[src/rtl/tfa_pkg.sv]
// Shared types and constants for the temporal frame averager.
// Used by every module of the block; depends on nothing.
package tfa_pkg;

    localparam int PIX_W      = 8;
    localparam int SUM_W      = 16;
    localparam int MAX_PIXELS = 1048576;
    localparam int ADDR_W     = $clog2(MAX_PIXELS);
    localparam int MAX_FRAMES = 256;
    localparam int FRAMES_W   = $clog2(MAX_FRAMES) + 1;
    localparam int FPOS_W     = $clog2(MAX_FRAMES);
    localparam int PCOUNT_W   = ADDR_W + 1;
    localparam int CFG_DATA_W = PCOUNT_W;
    localparam int CFG_ADDR_W = 2;
    localparam int DIV_CNT_W  = $clog2(SUM_W);

    localparam logic [PIX_W-1:0] AVG_MAX = 8'd255;

    // register indexes of the configuration port
    localparam logic [CFG_ADDR_W-1:0] CFG_FRAME_COUNT = 2'd0;
    localparam logic [CFG_ADDR_W-1:0] CFG_PIXEL_COUNT = 2'd1;

    typedef enum logic [1:0] {
        ST_IDLE,
        ST_ACC,
        ST_DIV
    } t_state;

    // controller to datapath
    typedef struct packed {
        logic accept;    // take the input word, read the running sum
        logic acc;       // write the new sum, advance the positions
        logic out_load;  // move the quotient into the output register
    } t_dp_cmd;

    // datapath to controller
    typedef struct packed {
        logic last_frame;  // current frame is the last of the run
        logic div_busy;    // divider still iterating
        logic out_free;    // output register can take a word this cycle
    } t_dp_sts;

endpackage

[src/rtl/tfa_ctrl.sv]
// Controller state machine: accept and accumulate per word, divide in the last frame.
// Depends on tfa_pkg for the state and command types.
module tfa_ctrl (
    input  logic             i_clk,
    input  logic             i_rst_n,
    input  logic             i_s_tvalid,
    output logic             o_s_tready,
    input  tfa_pkg::t_dp_sts i_sts,
    output tfa_pkg::t_dp_cmd o_cmd
);

    tfa_pkg::t_state r_state;
    tfa_pkg::t_state n_state;

    // state register
    always_ff @(posedge i_clk) begin
        if (!i_rst_n) begin
            r_state <= tfa_pkg::ST_IDLE;
        end else begin
            r_state <= n_state;
        end
    end

    // next state and commands
    always_comb begin
        n_state      = r_state;
        o_s_tready   = 1'b0;
        o_cmd        = '0;
        unique case (r_state)
            tfa_pkg::ST_IDLE: begin
                o_s_tready = 1'b1;
                if (i_s_tvalid) begin
                    o_cmd.accept = 1'b1;
                    n_state      = tfa_pkg::ST_ACC;
                end
            end
            tfa_pkg::ST_ACC: begin
                o_cmd.acc = 1'b1;
                n_state   = i_sts.last_frame ? tfa_pkg::ST_DIV : tfa_pkg::ST_IDLE;
            end
            tfa_pkg::ST_DIV: begin
                if (!i_sts.div_busy && i_sts.out_free) begin
                    o_cmd.out_load = 1'b1;
                    n_state        = tfa_pkg::ST_IDLE;
                end
            end
            default: begin
                n_state = tfa_pkg::ST_IDLE;
            end
        endcase
    end

endmodule

[config.mk]
export PLATFORM = sky130hd
export DESIGN_NAME = tfa_ctrl
export DESIGN_NICKNAME = d
export VERILOG_FILES = /design/src/rtl/tfa_pkg.sv /design/src/rtl/tfa_ctrl.sv
export SDC_FILE = /design/constraint.sdc
export NUM_CORES = 1
export LEC_CHECK = 0
export ABC_AREA = 1
export BUFFER_PORTS_ARGS = -buffer_cell sky130_fd_sc_hd__buf_2
export CORE_AREA = 5 5 42 44
export DETAILED_ROUTE_END_ITERATION = 7
export DIE_AREA = 0 0 47 49
export RECOVER_POWER = 50
export SLEW_MARGIN = 20
export SYNTH_ARGS = -nofsm -noshare
export SYNTH_HDL_FRONTEND = slang
export SYNTH_SLANG_ARGS = --single-unit
[constraint.sdc]
create_clock -name i_clk -period 0.9 [get_ports i_clk]
set_clock_uncertainty 0.1 [all_clocks]
set_input_delay 0.18 -clock i_clk [delete_from_list [all_inputs] [get_ports i_clk]]
set_output_delay 0.18 -clock i_clk [all_outputs]
set_load 0.02 [all_outputs]
* Yosys cells after proc, flatten, opt, wreduce, memory -nomap -nowiden *
Cells that the tools add are included.

operators by class
  eq/ne operators = 4
  mux-type cells = 10
  reductions and logical operators = 4

operators with widths
  operator            number
  $mux 1              6
  $mux 2              3
  $pmux 2 s3          1
  $ne 2x2->1 const B  2
  $eq 2x1->1 const B  1
  $eq 2x2->1 const B  1
  $logic_not 2->1     1
  $reduce_and 2->1    1
  $logic_and 1x1->1   1
  $logic_not 1->1     1

word-level totals
  flip-flop bits (word level) = 2
  input bits = 6

* Depth between registers and ports, before layout *
Gate-level depths: netlist of run 1.

  depth after elaboration = 4
  depth in mapped cells = 4
  gate-level depth less buffers = 4

* Worst setup path after synthesis of run 1 *
No wires, ideal clock.

  kind = register -> output
  start = register r_state[1]
  end = output o_cmd[0] (netlist bit)
  arrival = 0.865 ns
  data required time = 0.620 ns
  path slack = -0.245 ns
  stages on the path, launching flop included = 3
  buffers on the path = 0
  cells stage by stage = dfxtp_1 inv_2 nor3_1

RTL lines
  what                    line            RTL
  from (decl)             tfa_ctrl.sv:12  tfa_pkg::t_state r_state;
  from (signal assigned)  tfa_ctrl.sv:18  r_state <= tfa_pkg::ST_IDLE;
  from (signal assigned)  tfa_ctrl.sv:20  r_state <= n_state;
  to (decl)               tfa_ctrl.sv:9   output tfa_pkg::t_dp_cmd o_cmd

==> results of run 1 <==
==> cells in the final DEF (no fill, tap or decap), drive strengths merged <==
cell type  count
nand3          1
nor3           2
a21oi          1
nand2          3
dfxtp          2
nor2           3
buf           13
clkbuf         4
inv            6
==> final timing paths <==
| check | cells past startpoint | end | from |
|---|---|---|---|
| worst max-delay path | 4 | o_cmd[2] | r_state[0] |
| worst min-delay path | 3 | r_state[1] | i_sts[2] |
| worst min register to register | 2 | r_state[1] | r_state[0] |
| worst max register to register | 5 | r_state[0] | r_state[0] |
==> critical path, delay by kind of cell (launching register included) <==
family | cells | cell delay, ps
flops | 1 | 360
simple gates | 2 | 140
buf+inv | 2 | 190
==> through the flow <==
step                      util (%)  cell area (um^2)  setup slack [ps]
final                        22.23             311.5            -292.6
after global placement       17.32             242.7            -115.9
after global routing         22.23             311.5            -328.4
after CTS                    20.98             294.0            -298.8
after detailed placement     17.32             242.7            -120.2
after floorplan                  -             155.1            -6.552
==> power by group <==
part           internal (W)  total, W  switching [W]
logic             0.0000609  0.000119      0.0000577
clock network      0.000165  0.000227      0.0000613
registers         0.0000936  0.000102     0.00000814
total              0.000320  0.000447       0.000127
==> final cells by class <==
type	count	area (um^2)
fill	170	1090
multi-input combinational	10	88.84
sequential	2	45.04
timing repair buffer	13	103.9
inverter	6	27.53
clock buffer	4	26.28
tap	16	20.02
==> cell families (layout without fill, tap and decap cells) <==
| kind of cell | count (synthesis) | in the layout | share of synthesized area, % |
|---|---|---|---|
| buffers and inverters | 6 | 23 | 19.35 |
| and+or+nand+nor | 9 | 9 | 38.71 |
| AOI/OAI and AO/OA | 1 | 1 | 7.528 |
| DFF | 2 | 2 | 34.41 |
==> per-layer routing <==
| metal | track usage, % | wire (um) |
|---|---|---|
| met1 | 5.252 | 179 |
| met2 | 4.072 | 167 |
| met3 | 2.952 | 37 |
| met4 | 4.147 | 0 |
| met5 | 0 | 0 |
==> what timing repair did <==
| item | 4_1_cts | 5_1_grt |
|---|---|---|
| gates resized for setup | 8 | 3 |
| endpoints found under the hold margin | 0 | 0 |
| buffers inserted | 0 | 1 |
| pin swaps | 5 | 2 |
| endpoints found under the setup margin | 5 | 6 |
==> impl_metrics.tcl, run 1 <==
set metrics [dict create \
    layoutNonFillerInstCount 51 \
    synth_area_um2 116.4 \
    clock_pin_slew_of_the_registers_on_the_worst_case_setup_and_hold_paths_ps 40 \
    worst_hold_path_type "in2reg" \
    crit_slowest_cell "dfxtp_4" \
    die_y_um 49 \
    max_cap_violations 0 \
    hold_violations 0 \
    drcViolationCount 0 \
    asyncSetResetFlopFracSynth_pct 0 \
    dp_hpwl_um 292.5 \
    clock_latency_on_the_worst_skew_pair_ps 230 \
    synth_edf_count 0 \
    cellLeakagePower_nw 0.1464 \
    clock_sinks 2 \
    overflow 0 \
    setup_viol 6 \
    rrSetupSlack_ps -130 \
    synth_warnings 0 \
    post_drt_via_cell_ratio 3.118 \
    number_of_i_o_pins 10 \
    dr.pass1.iters 1 \
    timing.critical_path.to_type "output port" \
    synth_top_area_share_pct 34.41 \
    clock_tree.root_cell "clkbuf_4" \
    initialDrtViolationCount 0 \
    place.port_buffers 9 \
    timing_limited_maximum_frequency_mhz 838.5 \
    powerDensity_mw_per_mm2 1435 \
    placed_cells 46 \
    final_net_count 42 \
    post-synth-top-count-cell "inv_1" \
    outcome "finished with violations" \
    floorplan.die_area_mm2 0.002303 \
    critPathMaxFanout 4 \
    violations "setup timing" \
    synth_nets 24 \
    total_power_w 0.0004469 \
    max-clock-path-buffers 2 \
    postCtsHoldBufs 0 \
    antenna_cells_inserted 0 \
    largest_registers_in_the_final_layout "r_state x2" \
    fin_setup_tns_ps -1257 \
    gate_count_after_technology_mapping 18 \
    yosys-top-cells-count "inv_1 (5), nand2_1 (3), dfxtp_1 (2), nor2_1 (2)" \
    detail-route-antenna-nets 0 \
    yosys_register_bits 2 \
    criticalPathCategory "reg2out" \
    cts-buffers-inserted 3 \
    postRouteWirelength_um 384 \
    route.vias.total 159 \
    synth_top_cells_by_area "dfxtp_1 (34%), inv_1 (16%), nand2_1 (9.7%)" \
    yosys.cell_types.count 10 \
    layout_setup_ws_ps -292.6 \
    rsz0062_at_grt "yes" \
    fin_hold_ws_ps 128.3 \
    synth.largest_area_cell "dfxtp_1" \
    critical_path_arrival_ps 910 \
    clock_tree_from_tritoncts "built" \
    timing_max_transition_violations_final 0 \
    grt_antenna_before_repair 0 \
    gp_congestion 0.7243 \
    floorplan.rows 14 \
    finalCritPeriodShare_pct 132.5 \
    worstMarginPinSlew_ps 163.9 \
    synth.yosys.seq_area_share_pct 34.41 \
    largest-register "r_state" \
    worst_setup_path_start_kind "register" \
    cpPeakStageDelay_ps 360 \
    grtUsageTotal_pct 4.149 \
    drt-wirelength-per-cell_um 7.529 \
    layout-drive-gt1-share_pct 80.00 \
    grt_pass1_vias 162 \
    largest_register_ff_count 2 \
    synth_flop_cell "dfxtp_1" \
    core-area_mm2 0.001401 \
    floorplan_die_width_um 47 \
    first_pass_grt_wire_length_um 634 \
    vdd.ir_drop.worst_v 0.0004493 \
    area_delta_synth_final_pct 167.7 \
    initial_utilization_pct 8.304 \
    grt_start_max_net_pins 5 \
    worst_slew_slack_as_a_fraction_of_its_limit_pct 89.06 \
    crit_chain "inv_4 -> nand2_4 -> nor2_4 -> buf_6" \
    synthesis.area_per_instance_um2 6.465 \
    cp_data_required_time_ps 620 \
    h-tree-depth 1 \
    timing.final.crit_period_ps 1193 \
]
(Power assumes the default switching activity.)
==> run 2, diff against run 1 <==
clock period = 1.5 ns   (was 0.9 ns; I/O delays follow)
==> run 2 against run 1 <==
The flow now finishes without violations. Sequential power decreased by 42%. Routed wire length decreased by 9.6%. Worst hold slack improved by 90 ps. Non-clock buffer count decreased by 4. Critical path depth unchanged. First-iteration DRC count increased by 1. Critical endpoint unchanged.
==> impl_metrics.tcl, run 2 (same netlist as run 1, synthesis figures left out) <==
set metrics [dict create \
    outcome "finished clean" \
    crit_cells 4 \
    crit_family "flip-flops" \
    sequentialPowerShare_pct 27.0 \
    rsz0062_at_grt "no" \
    layout.cells.most_common "buf_2" \
    clock_latency_on_the_worst_skew_pair_ps 230 \
    overflow 0 \
    route.vias.total 148 \
    vdd.ir_drop.worst_v 0.0001502 \
    clock_sinks 2 \
    mostFrequentLayoutCells "buf_2 (8), inv_1 (5), nand2_1 (3), clkbuf_4 (3)" \
    largest_registers_in_the_final_layout "r_state x2" \
    postRouteWirelength_um 347 \
    r2r.worst_path.cells 3 \
    cp_data_required_time_ps 1100 \
    hold_violations 0 \
    power_switching_w 0.00005935 \
    gp_congestion 0.5842 \
    criticalPathCategory "reg2out" \
    crit_slowest_cell "dfxtp_1" \
    postCtsHoldBufs 0 \
    worst_setup_path_start_kind "register" \
    p_clk_share_pct 56.4 \
    fin_setup_tns_ps 0 \
    worst_hold_path_type "in2reg" \
    worst-path-buf-inv 2 \
    dr.pass1.iters 2 \
    max_cap_violations 0 \
    setup_viol 0 \
    detail-route-antenna-nets 0 \
    hold_path_depth 3 \
    powerDensity_mw_per_mm2 1097 \
    clock_tree.root_cell "clkbuf_4" \
    grt_pass1_vias 152 \
    timing.final.crit_period_ps 1377 \
    finalCritPeriodShare_pct 91.83 \
    final_net_count 38 \
    grt_start_max_net_pins 5 \
    cpPeakStageDelay_ps 370 \
    critical_path_arrival_ps 980 \
    first_pass_grt_wire_length_um 552 \
    initialDrtViolationCount 1 \
    switching_share_pct 27.19 \
    largest_register_ff_count 2 \
    grt_antenna_before_repair 0 \
    utilization_pct 14.20 \
    floorplan.rows 14 \
    grtUsageTotal_pct 3.868 \
    floorplan_die_width_um 47 \
    cellLeakagePower_nw 0.1097 \
    dp_hpwl_um 269.5 \
    power.combinational.fraction_pct 16.6 \
    worst_slew_slack_as_a_fraction_of_its_limit_pct 89.59 \
    crit_chain "inv_1 -> nand2_1 -> nor2_1 -> buf_2" \
    clock_tree_from_tritoncts "built" \
    post_drt_via_cell_ratio 3.217 \
    regArea_um2 40.04 \
    die_y_um 49 \
    largest-register "r_state" \
    internal_power_w 0.0001589 \
    cts_repair_resize_count 0 \
    worstMarginPinSlew_ps 155.0 \
    timing_limited_maximum_frequency_mhz 726.0 \
    h-tree-depth 1 \
    layout-drive-gt1-share_pct 50.00 \
    number_of_i_o_pins 10 \
    cts_setup_buffers 0 \
    drt-wirelength-per-cell_um 7.543 \
    core-area_mm2 0.001401 \
    drcViolationCount 0 \
    max-clock-path-buffers 2 \
    multi_input_comb_area_um2 48.80 \
    antenna_cells_inserted 0 \
    timing.critical_path.to_type "output port" \
    initial_utilization_pct 8.304 \
    cts-buffers-inserted 3 \
    area_delta_synth_final_pct 70.97 \
    place.port_buffers 9 \
    critPathMaxFanout 4 \
    final.fill_count 173 \
    clock_pin_slew_of_the_registers_on_the_worst_case_setup_and_hold_paths_ps 30 \
    floorplan.die_area_mm2 0.002303 \
    timing_max_transition_violations_final 0 \
]
run 2: cell count changes in the layout (fill, tap and decap cells not counted), moves of 2 or more:
cell | previous run | this run
buf_2 | 5 | 8
buf_4 | 3 | 0
buf_6 | 5 | 0
dfxtp_1 | 0 | 2
inv_1 | 3 | 5
inv_4 | 2 | 0
nor2_1 | 0 | 2
nor3_1 | 0 | 2
nor3_4 | 2 | 0
run 2: cell type report:
cell class,count,area share [%]
multi-input cells,10,24.53
repair buffers,9,22.64
flip-flops and latches,2,20.13
clock buffers,3,11.32
inverters,6,11.32
well taps,16,10.06
run 2: stage by stage:
step	area, um^2	setup WS, ps	total power (W)	hold slack [ps]	cells
finish	198.9	122.6	0.0002183	218.2	46
global route	198.9	22.27	0.0002325	242.2	46
CTS	203.9	90.72	0.0002247	229.4	46
detailed placement	181.4	286.7	0.00009755	439.4	43
global placement	181.4	324.2	0.00009705	436.9	43
floorplan	116.4	235.3	0.00008256	351.8	18
run 2: path summary, 6_finish.rpt:
kind                                  from          to  slack [ps]
worst max register to register  r_state[0]  r_state[0]         680
worst min-delay path               i_rst_n  r_state[1]         220
worst min register to register  r_state[0]  r_state[1]         440
worst max-delay path            r_state[0]    o_cmd[2]         120
run 2: layer usage:
metal / global-route usage, % / part of all wire (%) / vias up
met1: 2.845 / 32 / 62
met2: 4.525 / 47 / 8
met5: 0 / 0 / -
li1: - / - / 76
met3: 4.797 / 16 / 2
met4: 4.147 / 4.9 / 0
run 2: worst register-to-register path, delay by kind of cell, from the launching register on:
kind,cells,cell delay (ps)
flops,1,370
simple gates,2,170
buf+inv,1,70
run 2: power by group through the flow:
stage | sequential [W] | clock, W | combinational, W
6_report | 0.0000590 | 0.000123 | 0.0000362
3_3_place_gp | 0.0000596 | 0 | 0.0000374
5_1_grt | 0.0000593 | 0.000132 | 0.0000407
2_1_floorplan | 0.0000593 | 0 | 0.0000233
4_1_cts | 0.0000591 | 0.000127 | 0.0000381
3_5_place_dp | 0.0000598 | 0 | 0.0000378
